File: config.mk
export PLATFORM = sky130hd
export DESIGN_NAME = timestamped_note_event_queue_flat
export DESIGN_NICKNAME = d
export VERILOG_FILES = /design/src/hdl/tneq_pkg.sv /design/src/hdl/tneq_req_if.sv /design/src/hdl/timestamped_note_event_queue.sv /design/src/flat_wrapper.sv
export SDC_FILE = /design/constraint.sdc
export NUM_CORES = 2
export LEC_CHECK = 0
export BUFFER_PORTS_ARGS = -buffer_cell sky130_fd_sc_hd__buf_2
export CORE_AREA = 2 2 479 481
export DETAILED_ROUTE_END_ITERATION = 16
export DIE_AREA = 0 0 481 483
export GPL_TIMING_DRIVEN = 1
export PLACE_DENSITY = 0.51
export SLEW_MARGIN = 20
export SYNTH_ARGS = -nofsm -noshare
export SYNTH_HDL_FRONTEND = slang
export SYNTH_SLANG_ARGS = --single-unit
export TNS_END_PERCENT = 10
File: constraint.sdc
create_clock -name clock -period 7.1 [get_ports clock]
set_input_delay 0 -clock clock [delete_from_list [all_inputs] [get_ports clock]]
set_output_delay 0 -clock clock [all_outputs]
set_load 0.005 [all_outputs]
File: src/hdl/tneq_pkg.sv
package tneq_pkg;

   localparam int QUEUE_DEPTH = 64;
   localparam int MAX_BLOCK   = 4096;
   localparam int IDX_W       = $clog2(QUEUE_DEPTH);
   localparam int CNT_W       = $clog2(QUEUE_DEPTH + 1);
   localparam int OFFSET_W    = 15;
   localparam int FRAME_W     = 13;
   localparam int VEL_W       = 7;
   localparam int CODE_W      = 4;
   localparam int NUM_VOICES  = 8;

   localparam logic [CODE_W-1:0] PANIC_CODE = 4'd8;
   localparam logic [3:0]        STATUS_CONTROL = 4'hb;
   localparam logic [3:0]        STATUS_NOTE_ON = 4'h9;
   localparam logic [7:0]        CC_ALL_SOUND_OFF = 8'd120;
   localparam logic [7:0]        CC_ALL_NOTES_OFF = 8'd123;
   localparam logic [1:0]        FULL_LENGTH = 2'd3;

   localparam logic [7:0] DRUM_NOTES [NUM_VOICES] = '{
      8'd36, 8'd38, 8'd39, 8'd42, 8'd46, 8'd45, 8'd37, 8'd56
   };

   typedef enum logic [1:0] {
      KIND_MIDI  = 2'd0,
      KIND_TICK  = 2'd1,
      KIND_BLOCK = 2'd2,
      KIND_CLEAR = 2'd3
   } kind_type;

   typedef enum logic [2:0] {
      RPT_QUEUED   = 3'd0,
      RPT_IGNORED  = 3'd1,
      RPT_DROPPED  = 3'd2,
      RPT_FLUSHED  = 3'd3,
      RPT_RELEASED = 3'd4,
      RPT_DONE     = 3'd5
   } report_type;

   typedef enum logic [2:0] {
      ST_IDLE,
      ST_INS_READ,
      ST_INS_EVAL,
      ST_TICK_READ,
      ST_TICK_EVAL,
      ST_BLK_READ,
      ST_BLK_WRITE,
      ST_FINISH
   } state_type;

   typedef struct packed {
      logic [OFFSET_W-1:0] offset;
      logic [CODE_W-1:0]   code;
      logic [VEL_W-1:0]    velocity;
   } entry_type;

   typedef struct packed {
      logic       found;
      logic [2:0] voice;
   } voice_hit_type;

   function automatic voice_hit_type lookup_voice(input logic [7:0] note);
      voice_hit_type hit;
      hit = '0;
      for (int v = NUM_VOICES - 1; v >= 0; v--) begin
         if (note == DRUM_NOTES[v]) begin
            hit.found = 1'b1;
            hit.voice = 3'(v);
         end
      end
      return hit;
   endfunction

endpackage

File: src/hdl/tneq_req_if.sv
interface tneq_req_if;
   logic        valid;
   logic        ready;
   logic [1:0]  kind;
   logic [7:0]  status_byte;
   logic [7:0]  data_one;
   logic [7:0]  data_two;
   logic [1:0]  msg_length;
   logic signed [15:0] event_offset;
   logic [12:0] frame_value;

   modport source (
      output valid, kind, status_byte, data_one, data_two, msg_length,
             event_offset, frame_value,
      input  ready
   );
   modport sink (
      input  valid, kind, status_byte, data_one, data_two, msg_length,
             event_offset, frame_value,
      output ready
   );
endinterface

interface tneq_rsp_if;
   logic       valid;
   logic       ready;
   logic [2:0] report;
   logic       is_panic;
   logic [2:0] voice;
   logic [6:0] velocity;
   logic [6:0] queue_count;
   logic       last;

   modport source (
      output valid, report, is_panic, voice, velocity, queue_count, last,
      input  ready
   );
   modport sink (
      input  valid, report, is_panic, voice, velocity, queue_count, last,
      output ready
   );
endinterface

File: src/hdl/timestamped_note_event_queue.sv
// Steps: an ignored or dropped midi message goes straight to its result; a queued one moves
// past each pending entry with a later offset, one read and one write each; a tick reads and
// releases each due event in turn; block end reads and rewrites each pending entry.
// One item is handled at a time, set by the single read and single write port of the
// entry memory.
// Reset (synchronous): queue empty, no result pending; entry memory is not cleared.
module timestamped_note_event_queue (
   input  logic              clock,
   input  logic              reset,
   tneq_req_if.sink          req_bus,
   tneq_rsp_if.source        rsp_bus
);

   localparam int CW = tneq_pkg::CNT_W;
   localparam int IW = tneq_pkg::IDX_W;
   localparam int FW = tneq_pkg::FRAME_W;
   localparam int OW = tneq_pkg::OFFSET_W;

   tneq_pkg::entry_type queue_mem [tneq_pkg::QUEUE_DEPTH];

   tneq_pkg::state_type  state_ff, state_in;
   logic [CW-1:0]        held_ff, held_in;
   logic [CW-1:0]        rel_ff, rel_in;
   logic [CW-1:0]        at_ff, at_in;
   logic [CW-1:0]        wr_ff, wr_in;
   tneq_pkg::entry_type  new_ff, new_in;
   logic [FW-1:0]        frame_ff, frame_in;
   tneq_pkg::report_type rep_ff, rep_in;
   tneq_pkg::entry_type  pend_ff, pend_in;
   logic                 pend_valid_ff, pend_valid_in;
   tneq_pkg::entry_type  rd_data_ff;

   logic                 mem_we;
   logic [IW-1:0]        mem_wa;
   tneq_pkg::entry_type  mem_wd;
   logic [IW-1:0]        mem_rd_addr;

   logic                 rsp_valid_ff, rsp_valid_in;
   tneq_pkg::report_type rsp_report_ff, rsp_report_in;
   logic                 rsp_panic_ff, rsp_panic_in;
   logic [2:0]           rsp_voice_ff, rsp_voice_in;
   logic [6:0]           rsp_vel_ff, rsp_vel_in;
   logic [6:0]           rsp_count_ff, rsp_count_in;
   logic                 rsp_last_ff, rsp_last_in;

   logic                 emit;
   tneq_pkg::report_type emit_report;
   logic                 emit_panic;
   logic [2:0]           emit_voice;
   logic [6:0]           emit_vel;
   logic                 emit_last;

   logic                  accept, slot, full, due, shift, ins_more, blk_more;
   logic                  msg_len_ok, msg_panic, msg_note;
   tneq_pkg::voice_hit_type hit;
   logic [OW-1:0]         clamp_offset;
   logic [FW-1:0]         clamp_frames;
   logic [OW-1:0]         frames_wide;
   logic [OW-1:0]         adj_offset;
   logic [CW-1:0]         at_m1;
   tneq_pkg::kind_type    req_kind;

   assign req_kind     = tneq_pkg::kind_type'(req_bus.kind);
   assign req_bus.ready = (state_ff == tneq_pkg::ST_IDLE);
   assign accept       = req_bus.valid && req_bus.ready;
   assign slot         = !rsp_valid_ff || rsp_bus.ready;
   assign full         = held_ff >= CW'(tneq_pkg::QUEUE_DEPTH);

   assign hit          = tneq_pkg::lookup_voice(req_bus.data_one);
   assign msg_len_ok   = (req_bus.msg_length == tneq_pkg::FULL_LENGTH);
   assign msg_panic    = msg_len_ok && (req_bus.status_byte[7:4] == tneq_pkg::STATUS_CONTROL)
                         && (req_bus.data_one == tneq_pkg::CC_ALL_SOUND_OFF ||
                             req_bus.data_one == tneq_pkg::CC_ALL_NOTES_OFF);
   assign msg_note     = msg_len_ok && (req_bus.status_byte[7:4] == tneq_pkg::STATUS_NOTE_ON)
                         && !req_bus.data_two[7] && (req_bus.data_two != 8'd0) && hit.found;
   assign clamp_offset = req_bus.event_offset[15] ? '0 : req_bus.event_offset[OW-1:0];
   assign clamp_frames = (32'(req_bus.frame_value) > tneq_pkg::MAX_BLOCK) ?
                         FW'(tneq_pkg::MAX_BLOCK) : req_bus.frame_value;

   assign at_m1        = at_ff - CW'(1);
   assign ins_more     = at_ff > rel_ff;
   assign shift        = rd_data_ff.offset > new_ff.offset;
   assign due          = (rel_ff < held_ff) && (rd_data_ff.offset <= OW'(frame_ff));
   assign blk_more     = at_ff < held_ff;
   assign frames_wide  = OW'(frame_ff);
   assign adj_offset   = (rd_data_ff.offset > frames_wide) ?
                         rd_data_ff.offset - frames_wide : '0;

   // next state
   always_comb begin
      state_in = state_ff;
      unique case (state_ff)
         tneq_pkg::ST_IDLE: begin
            if (accept) begin
               unique case (req_kind)
                  tneq_pkg::KIND_MIDI: begin
                     if (!msg_panic && !msg_note) state_in = tneq_pkg::ST_FINISH;
                     else if (full && !msg_panic) state_in = tneq_pkg::ST_FINISH;
                     else state_in = tneq_pkg::ST_INS_READ;
                  end
                  tneq_pkg::KIND_TICK: state_in = tneq_pkg::ST_TICK_READ;
                  tneq_pkg::KIND_BLOCK: begin
                     if (req_bus.frame_value == '0) state_in = tneq_pkg::ST_FINISH;
                     else state_in = tneq_pkg::ST_BLK_READ;
                  end
                  tneq_pkg::KIND_CLEAR: state_in = tneq_pkg::ST_FINISH;
               endcase
            end
         end
         tneq_pkg::ST_INS_READ:
            state_in = ins_more ? tneq_pkg::ST_INS_EVAL : tneq_pkg::ST_FINISH;
         tneq_pkg::ST_INS_EVAL:
            state_in = shift ? tneq_pkg::ST_INS_READ : tneq_pkg::ST_FINISH;
         tneq_pkg::ST_TICK_READ: state_in = tneq_pkg::ST_TICK_EVAL;
         tneq_pkg::ST_TICK_EVAL: begin
            if (pend_valid_ff || !due) begin
               if (slot) state_in = due ? tneq_pkg::ST_TICK_READ : tneq_pkg::ST_IDLE;
            end else begin
               state_in = tneq_pkg::ST_TICK_READ;
            end
         end
         tneq_pkg::ST_BLK_READ:
            state_in = blk_more ? tneq_pkg::ST_BLK_WRITE : tneq_pkg::ST_FINISH;
         tneq_pkg::ST_BLK_WRITE: state_in = tneq_pkg::ST_BLK_READ;
         tneq_pkg::ST_FINISH: begin
            if (slot) state_in = tneq_pkg::ST_IDLE;
         end
      endcase
   end

   // datapath and outputs
   always_comb begin
      held_in       = held_ff;
      rel_in        = rel_ff;
      at_in         = at_ff;
      wr_in         = wr_ff;
      new_in        = new_ff;
      frame_in      = frame_ff;
      rep_in        = rep_ff;
      pend_in       = pend_ff;
      pend_valid_in = pend_valid_ff;
      mem_we        = 1'b0;
      mem_wa        = at_ff[IW-1:0];
      mem_wd        = new_ff;
      mem_rd_addr   = rel_ff[IW-1:0];
      emit          = 1'b0;
      emit_report   = tneq_pkg::RPT_DONE;
      emit_panic    = 1'b0;
      emit_voice    = '0;
      emit_vel      = '0;
      emit_last     = 1'b1;
      unique case (state_ff)
         tneq_pkg::ST_IDLE: begin
            if (accept) begin
               unique case (req_kind)
                  tneq_pkg::KIND_MIDI: begin
                     new_in.offset   = clamp_offset;
                     new_in.code     = msg_panic ? tneq_pkg::PANIC_CODE : {1'b0, hit.voice};
                     new_in.velocity = msg_panic ? '0 : req_bus.data_two[6:0];
                     if (!msg_panic && !msg_note) begin
                        rep_in = tneq_pkg::RPT_IGNORED;
                     end else if (full) begin
                        if (!msg_panic) begin
                           rep_in = tneq_pkg::RPT_DROPPED;
                        end else begin
                           held_in = '0;
                           rel_in  = '0;
                           at_in   = '0;
                           rep_in  = tneq_pkg::RPT_FLUSHED;
                        end
                     end else begin
                        at_in  = held_ff;
                        rep_in = tneq_pkg::RPT_QUEUED;
                     end
                  end
                  tneq_pkg::KIND_TICK: begin
                     frame_in      = req_bus.frame_value;
                     pend_valid_in = 1'b0;
                  end
                  tneq_pkg::KIND_BLOCK: begin
                     frame_in = clamp_frames;
                     at_in    = rel_ff;
                     wr_in    = '0;
                     rep_in   = tneq_pkg::RPT_DONE;
                  end
                  tneq_pkg::KIND_CLEAR: begin
                     held_in = '0;
                     rel_in  = '0;
                     rep_in  = tneq_pkg::RPT_DONE;
                  end
               endcase
            end
         end
         tneq_pkg::ST_INS_READ: begin
            mem_rd_addr = at_m1[IW-1:0];
            if (!ins_more) begin
               mem_we  = 1'b1;
               held_in = held_ff + CW'(1);
            end
         end
         tneq_pkg::ST_INS_EVAL: begin
            mem_we = 1'b1;
            if (shift) begin
               mem_wd = rd_data_ff;
               at_in  = at_m1;
            end else begin
               held_in = held_ff + CW'(1);
            end
         end
         tneq_pkg::ST_TICK_READ: begin
         end
         tneq_pkg::ST_TICK_EVAL: begin
            if (pend_valid_ff || !due) begin
               if (slot) begin
                  emit = 1'b1;
                  if (pend_valid_ff) begin
                     emit_report = tneq_pkg::RPT_RELEASED;
                     emit_last   = !due;
                     if (pend_ff.code == tneq_pkg::PANIC_CODE) begin
                        emit_panic = 1'b1;
                     end else begin
                        emit_voice = pend_ff.code[2:0];
                        emit_vel   = pend_ff.velocity;
                     end
                  end
                  if (due) begin
                     pend_in       = rd_data_ff;
                     pend_valid_in = 1'b1;
                     rel_in        = rel_ff + CW'(1);
                  end
               end
            end else begin
               pend_in       = rd_data_ff;
               pend_valid_in = 1'b1;
               rel_in        = rel_ff + CW'(1);
            end
         end
         tneq_pkg::ST_BLK_READ: begin
            mem_rd_addr = at_ff[IW-1:0];
            if (!blk_more) begin
               held_in = wr_ff;
               rel_in  = '0;
            end
         end
         tneq_pkg::ST_BLK_WRITE: begin
            mem_we        = 1'b1;
            mem_wa        = wr_ff[IW-1:0];
            mem_wd        = rd_data_ff;
            mem_wd.offset = adj_offset;
            wr_in         = wr_ff + CW'(1);
            at_in         = at_ff + CW'(1);
         end
         tneq_pkg::ST_FINISH: begin
            if (slot) begin
               emit        = 1'b1;
               emit_report = rep_ff;
               if (rep_ff == tneq_pkg::RPT_QUEUED || rep_ff == tneq_pkg::RPT_FLUSHED) begin
                  if (new_ff.code == tneq_pkg::PANIC_CODE) begin
                     emit_panic = 1'b1;
                  end else begin
                     emit_voice = new_ff.code[2:0];
                     emit_vel   = new_ff.velocity;
                  end
               end
            end
         end
      endcase
   end

   always_comb begin
      rsp_valid_in  = emit ? 1'b1 : (rsp_bus.ready ? 1'b0 : rsp_valid_ff);
      rsp_report_in = emit ? emit_report : rsp_report_ff;
      rsp_panic_in  = emit ? emit_panic : rsp_panic_ff;
      rsp_voice_in  = emit ? emit_voice : rsp_voice_ff;
      rsp_vel_in    = emit ? emit_vel : rsp_vel_ff;
      rsp_count_in  = emit ? 7'(held_ff - rel_ff) : rsp_count_ff;
      rsp_last_in   = emit ? emit_last : rsp_last_ff;
   end

   always_ff @(posedge clock) begin
      if (mem_we) queue_mem[mem_wa] <= mem_wd;
      rd_data_ff <= queue_mem[mem_rd_addr];
   end

   always_ff @(posedge clock) begin
      if (reset) begin
         state_ff      <= tneq_pkg::ST_IDLE;
         held_ff       <= '0;
         rel_ff        <= '0;
         pend_valid_ff <= 1'b0;
         rsp_valid_ff  <= 1'b0;
      end else begin
         state_ff      <= state_in;
         held_ff       <= held_in;
         rel_ff        <= rel_in;
         pend_valid_ff <= pend_valid_in;
         rsp_valid_ff  <= rsp_valid_in;
      end
   end

   always_ff @(posedge clock) begin
      at_ff         <= at_in;
      wr_ff         <= wr_in;
      new_ff        <= new_in;
      frame_ff      <= frame_in;
      rep_ff        <= rep_in;
      pend_ff       <= pend_in;
      rsp_report_ff <= rsp_report_in;
      rsp_panic_ff  <= rsp_panic_in;
      rsp_voice_ff  <= rsp_voice_in;
      rsp_vel_ff    <= rsp_vel_in;
      rsp_count_ff  <= rsp_count_in;
      rsp_last_ff   <= rsp_last_in;
   end

   assign rsp_bus.valid       = rsp_valid_ff;
   assign rsp_bus.report      = rsp_report_ff;
   assign rsp_bus.is_panic    = rsp_panic_ff;
   assign rsp_bus.voice       = rsp_voice_ff;
   assign rsp_bus.velocity    = rsp_vel_ff;
   assign rsp_bus.queue_count = rsp_count_ff;
   assign rsp_bus.last        = rsp_last_ff;

   a_held_bound: assert property (@(posedge clock) disable iff (reset)
      held_ff <= CW'(tneq_pkg::QUEUE_DEPTH))
      else $error("held count above queue depth");

   a_rel_le_held: assert property (@(posedge clock) disable iff (reset)
      rel_ff <= held_ff)
      else $error("released count above held count");

   a_ins_window: assert property (@(posedge clock) disable iff (reset)
      (state_ff == tneq_pkg::ST_INS_READ || state_ff == tneq_pkg::ST_INS_EVAL)
      |-> (at_ff >= rel_ff && at_ff <= held_ff && held_ff < CW'(tneq_pkg::QUEUE_DEPTH)))
      else $error("insert slot outside pending range");

   a_emit_needs_slot: assert property (@(posedge clock) disable iff (reset)
      (rsp_valid_ff && !rsp_bus.ready) |-> !emit)
      else $error("result produced over an untaken transfer");

endmodule

File: src/flat_wrapper.sv
// flat-port wrapper written by rule: the top's interface ports become plain ports
module timestamped_note_event_queue_flat 
  (clock, reset, req_bus_valid, req_bus_kind, req_bus_status_byte, req_bus_data_one, req_bus_data_two, req_bus_msg_length, req_bus_event_offset, req_bus_frame_value, req_bus_ready, rsp_bus_valid, rsp_bus_report, rsp_bus_is_panic, rsp_bus_voice, rsp_bus_velocity, rsp_bus_queue_count, rsp_bus_last, rsp_bus_ready);
  tneq_req_if req_bus_i ();
  tneq_rsp_if rsp_bus_i ();
  input  logic clock;
  input  logic reset;
  input wire logic [$bits(req_bus_i.valid)-1:0] req_bus_valid;
  input wire logic [$bits(req_bus_i.kind)-1:0] req_bus_kind;
  input wire logic [$bits(req_bus_i.status_byte)-1:0] req_bus_status_byte;
  input wire logic [$bits(req_bus_i.data_one)-1:0] req_bus_data_one;
  input wire logic [$bits(req_bus_i.data_two)-1:0] req_bus_data_two;
  input wire logic [$bits(req_bus_i.msg_length)-1:0] req_bus_msg_length;
  input wire logic [$bits(req_bus_i.event_offset)-1:0] req_bus_event_offset;
  input wire logic [$bits(req_bus_i.frame_value)-1:0] req_bus_frame_value;
  output wire logic [$bits(req_bus_i.ready)-1:0] req_bus_ready;
  output wire logic [$bits(rsp_bus_i.valid)-1:0] rsp_bus_valid;
  output wire logic [$bits(rsp_bus_i.report)-1:0] rsp_bus_report;
  output wire logic [$bits(rsp_bus_i.is_panic)-1:0] rsp_bus_is_panic;
  output wire logic [$bits(rsp_bus_i.voice)-1:0] rsp_bus_voice;
  output wire logic [$bits(rsp_bus_i.velocity)-1:0] rsp_bus_velocity;
  output wire logic [$bits(rsp_bus_i.queue_count)-1:0] rsp_bus_queue_count;
  output wire logic [$bits(rsp_bus_i.last)-1:0] rsp_bus_last;
  input wire logic [$bits(rsp_bus_i.ready)-1:0] rsp_bus_ready;
  assign req_bus_i.valid = req_bus_valid;
  assign req_bus_i.kind = req_bus_kind;
  assign req_bus_i.status_byte = req_bus_status_byte;
  assign req_bus_i.data_one = req_bus_data_one;
  assign req_bus_i.data_two = req_bus_data_two;
  assign req_bus_i.msg_length = req_bus_msg_length;
  assign req_bus_i.event_offset = req_bus_event_offset;
  assign req_bus_i.frame_value = req_bus_frame_value;
  assign req_bus_ready = req_bus_i.ready;
  assign rsp_bus_valid = rsp_bus_i.valid;
  assign rsp_bus_report = rsp_bus_i.report;
  assign rsp_bus_is_panic = rsp_bus_i.is_panic;
  assign rsp_bus_voice = rsp_bus_i.voice;
  assign rsp_bus_velocity = rsp_bus_i.velocity;
  assign rsp_bus_queue_count = rsp_bus_i.queue_count;
  assign rsp_bus_last = rsp_bus_i.last;
  assign rsp_bus_i.ready = rsp_bus_ready;
  timestamped_note_event_queue u_core (.clock(clock), .reset(reset), .req_bus(req_bus_i), .rsp_bus(rsp_bus_i));
endmodule
-- Word-level counts from Yosys, hierarchy flattened
Memories as Yosys holds them, arrays and structs flattened. A register that Yosys moved wholly into a read port is not among the register bits.
Cells that the tools add are included.
W data, S select, Z words.
- register bits: 108
- memory bits (writable): 1664
- bits of input ports: 61
- memories: 1
- memories (memory ; depth ; width ; read ports ; clocked after memory_dff ; write ports ; line ; RTL):
    u_core.queue_mem ; 64 ; 26 ; 1 ; 1 ; 1 ; timestamped_note_event_queue.sv:19 ; tneq_pkg::entry_type queue_mem [tneq_pkg::QUEUE_DEPTH];
- $add $sub $neg: 7
- $lt $le $gt $ge: 8
- equality and inequality tests: 44
- muxes and demuxes: 103
- reduce and logical (&&, ||, !) cells: 48
- operator list (kind ; count):
    $mux W7 ; 24
    $eq A8 B6 Y1 const B ; 8
    $mux W3 ; 19
    $pmux W7 S2 ; 4
    $pmux W26 S2 ; 1
    $pmux W7 S3 ; 2
    $mux W4 ; 9
    $mux W11 ; 3
    $add A7 B1 Y7 const B ; 4
    $pmux W7 S4 ; 1
    $mux W26 ; 1
    $pmux W13 S2 ; 1
    $pmux W3 S8 ; 1
    $mux W1 ; 22
    $pmux W3 S2 ; 3
    $reduce_and A3 Y1 ; 6
    $reduce_and A9 Y1 ; 2
    $eq A4 B4 Y1 const B ; 4
    $eq A8 B7 Y1 const B ; 2
    $gt A15 B13 Y1 ; 1
    $gt A15 B15 Y1 ; 1
    $le A15 B13 Y1 ; 1
    $mux W15 ; 1
    $ne A3 B3 Y1 const B ; 5
    other kinds (38) ; 84

-- Logic depth before layout (Yosys ltp)
- depth after elaboration: 16
- depth in mapped cells: 13
- mapped depth without buffers: 12

-- Least setup slack after synthesis
OpenSTA, ideal clock, no wires.
- path type: flip-flop to flip-flop
- start point: register u_core.frame_ff[3]
- end point: memory u_core.queue_mem[0][21] in the netlist's numbering, data pin
- setup time: 702 ps
- data arrival time: 4583 ps
- required time: 6398 ps
- path slack: 1816 ps
- cell stages (with the launch flop): 11
- period minus slack after synthesis: 5284 ps
- cells stage by stage: edfxtp_1 -> inv_1 -> ha_1 -> nand2_1 -> nor2_1 -> a21boi_0 -> o21ai_0 -> a21oi_1 -> nand3_1 -> clkbuf_1 -> o21ai_0
- RTL lines (what ; line ; RTL):
    start, declared ; timestamped_note_event_queue.sv:27 ; logic [FW-1:0] frame_ff, frame_in;
    start signal, assigned ; timestamped_note_event_queue.sv:305 ; frame_ff <= frame_in;
    end, declared ; timestamped_note_event_queue.sv:19 ;

-- Worst setup path in the final report
- start point: register u_core.rel_ff[1]
- end point: memory u_core.queue_mem[26][16] in the netlist's numbering, enable pin
- word-level cells in the longest chain between the ends: 5
- RTL lines (what ; line ; RTL):
    start, declared ; timestamped_note_event_queue.sv:23 ; logic [CW-1:0] rel_ff, rel_in;
    start signal, assigned ; timestamped_note_event_queue.sv:295 ; rel_ff <= rel_in;
    $gt A7 B7 Y1 ; timestamped_note_event_queue.sv:81 ; assign ins_more = at_ff > rel_ff;
    $mux W1 ; timestamped_note_event_queue.sv:196 ; if (!ins_more) begin
    $pmux W1 S2 ; timestamped_note_event_queue.sv:152 ; unique case (state_ff)
    $mux W1 ; timestamped_note_event_queue.sv:281 ; if (mem_we) queue_mem[mem_wa] <= mem_wd;
    $mux W1 (not written as such) ; timestamped_note_event_queue.sv:281 ;
Every way passes these cells.

==> qor.csv <==
metric;value;unit
outcome;finished clean;
p_leak;27.70;nW
ios;85;
die-width;481;µm
cts_buffer_depth;3;
finalCritPeriodShare;77.63;%
syn_nets;5534;
ant_nets;0;
setup_viol;0;
drc;0;
ys_seq_area_share;73.92;%
fp.dieH;483;µm
h-tree-depth;4;
drt-pass1-iter-count;5;
avgSynthCellArea;13.38;µm²
p_int;21.16;mW
rsz0062_at_grt;false;
required;7530;ps
setup-tns-final;0;ps
pwr-share-clk;27.7;%
grt_max_degree;195;
root_buffer;clkbuf_16;
cts_buffers;181;
clkLatencyLatePin;830;ps
ys_async_sr_fraction;0;%
hold_class;in2reg;
max_freq;181.4;MHz
netlist_instances;5413;
core;0.2268;mm²
ctsResizeCount;0;
final_cell_mix;edfxtp_1 (1,753), nand2_1 (1,428), a21oi_1 (414), nand3_1 (338), clkbuf_16 (183);
port_buffers;80;
synth_cell_types;67;
switching_share;36.24;%
multi_input_area;0.01801;mm²
viasPerCell;5.200;
rows;175;
syn_area;0.07243;mm²
wl_per_cell;23.95;µm
fill_cells;21622;
grtUsageTotal;17.60;%
grt_overflow;0;
crit_path_start_kind;flop;
p_sw;12.03;mW
ff_latch_area;0.05354;mm²
drtIter0Drc;4507;
yosysWarningCount;0;
critPathSlowestCell;nor2_4;
antenna_found_initial;12;
finalNetCount;5709;
dr_total_vias;45533;
p_total;33.18;mW
dpl.hpwl;117500;µm
combinationalPowerShare;32.0;%
synth-main-ff-cell;edfxtp_1;
worstPathMaxFanout;26;
hold_viol;0;
grt_pass1_wl;302000;µm
cpPeakStageDelay;1150;ps
maxCapViolCount;0;
worst_pin_slew;1254;ps
critPathKind;reg2reg;
finClkSkew;43.53;ps
final_common_cell;edfxtp_1;
cp.arrival;5940;ps
p_seq_share;40.3;%
dieArea;0.2323;mm²
path_cells;inv_1, ha_1, nor2b_1, o21ai_0, a21oi_1, o31ai_1, a21oi_1, o32ai_1, nand2_1, nor2_4;
finalWirelength;209700;µm
clkSinkCount;1798;
cts_hold_buf;92;
ys_ff_latch;1798;
globalplace.congestion;0.8153;
synth_edf_count;1753;
cpMostUsedCell;a21oi_1;
drive_gt1_share;11.70;%
grt_pass1_vias;43631;
cts_tree;done;
path_clk_slew;60;ps
fin_crit;5512;ps
area_growth_syn_to_layout;15.90;%
slew_headroom;16.17;%
power_density;395.3;mW/mm²
slew_violations;0;
ir_drop;349.3;µV
cp-end-kind;flop;
initial_utilization;31.93;%
whs;107.9;ps
post_cts_buffers;0;
-- metrics by stage --
step                      std cells  utilization [%]  setup WS, ps  instance area (µm²)
after floorplan                5413                -          1816                72430
after global placement         8316            34.01          1743                77160
after detailed placement       8321            34.08          1794                77310
after CTS                      8744            36.97          1744                83860
after global routing           8749            37.00          1443                83920
final                          8757            37.01          1588                83940
-- synth_stat cells, drive strengths merged, types with 5 or more instances --
master | number | area share (%)
a22oi | 6 | 0.062
nor2 | 121 | 0.63
a21o | 10 | 0.10
a22o | 11 | 0.13
mux4 | 52 | 1.6
o22ai | 76 | 0.66
mux2 | 13 | 0.20
or3 | 10 | 0.086
xor2 | 13 | 0.16
and3 | 86 | 0.74
nand3b | 6 | 0.062
o311a | 7 | 0.097
nor3b | 7 | 0.073
o21ai | 43 | 0.30
clkbuf | 189 | 0.98
or2 | 7 | 0.060
nand3 | 339 | 2.3
a21oi | 415 | 2.9
nor4 | 56 | 0.48
a221o | 9 | 0.12
nor3 | 48 | 0.35
buf | 137 | 0.85
nand4 | 15 | 0.13
nand2b | 13 | 0.11
ha | 58 | 1.0
a211oi | 12 | 0.12
xnor2 | 22 | 0.27
o21a | 5 | 0.052
edfxtp | 1753 | 73
mux2i | 7 | 0.10
nand2 | 1434 | 7.4
inv | 64 | 0.33
a221oi | 5 | 0.060
o32ai | 56 | 0.68
a32oi | 102 | 1.2
nor2b | 49 | 0.42
o31ai | 5 | 0.052
a31oi | 61 | 0.53
dfxtp | 45 | 1.2
nor4b | 6 | 0.081
-- cell families (layout without fill, tap and decap cells) --
| logic type | Yosys count | count (layout) | share of synthesized area (%) |
|---|---|---|---|
| other | 0 | 12 | 0 |
| DFF | 1798 | 1798 | 73.92 |
| xor gates and xnor gates | 35 | 35 | 0.4232 |
| muxes | 72 | 72 | 1.921 |
| buffers and inverters | 390 | 713 | 2.161 |
| adders and majority gates | 60 | 60 | 1.057 |
| AOI/OAI and AO/OA | 850 | 850 | 7.392 |
| and+or+nand+nor | 2208 | 2208 | 13.13 |
-- registers in the layout, indices dropped and copies added, names as in the netlist, 7 cells and up --
signal	flops
u_core.wr_ff	7
u_core.queue_mem	1664
u_core.rsp_bus.velocity	7
u_core.rsp_bus.queue_count	7
u_core.new_ff	26
u_core.rd_data_ff	26
u_core.pend_ff	11
u_core.rel_ff	7
u_core.at_ff	7
u_core.held_ff	7
u_core.frame_ff	13
-- cell type report --
class	count	share of cell area [%]
repair buffers	318	3.237
multi-input cells	3225	21.46
diodes	12	0.03577
clock inverters	80	0.7989
clock buffers	251	5.914
inverters	64	0.2862
well taps	3009	4.485
flip-flops and latches	1798	63.78
-- power by group through the flow --
stage	Sequential [mW]	Combinational [mW]	Clock [mW]
after floorplan	13.4	6.47	0
after global placement	13.6	10.5	0
after detailed placement	13.6	10.6	0
after CTS	13.4	10.6	9.39
after global routing	13.4	11.5	9.79
final	13.4	10.6	9.21
-- critical path, delay by kind of cell, from the launching register on --
kind | cells | cell delay [ps]
AO/OA/AOI/OAI | 5 | 1810
buffers and inverters | 1 | 220
AND/OR/NAND/NOR | 3 | 2200
adder cells (fa/ha/maj) | 1 | 330
flip-flops | 1 | 520
-- final timing paths --
kind	cells past startpoint	to	slack (ps)	from
setup / recovery	10	u_core.queue_mem[26][16]$_DFFE_PP_	1590	u_core.rel_ff[1]$_SDFFE_PP0P_
hold / removal	3	u_core.held_ff[5]$_SDFFE_PP0P_	110	reset
setup reg to reg	10	u_core.queue_mem[26][16]$_DFFE_PP_	1590	u_core.rel_ff[1]$_SDFFE_PP0P_
hold reg to reg	0	u_core.pend_ff[0]$_DFFE_PP_	430	u_core.rd_data_ff[0]$_DFF_P_
-- per-layer routing --
layer	vias up	global-route usage (%)	share of wire, %
li1	20555	-	-
met1	23134	24.79	44
met2	1606	28.42	47
met3	238	2.653	7.0
met4	0	4.416	2.4
met5	-	0	0
(Power assumes the default switching activity.)
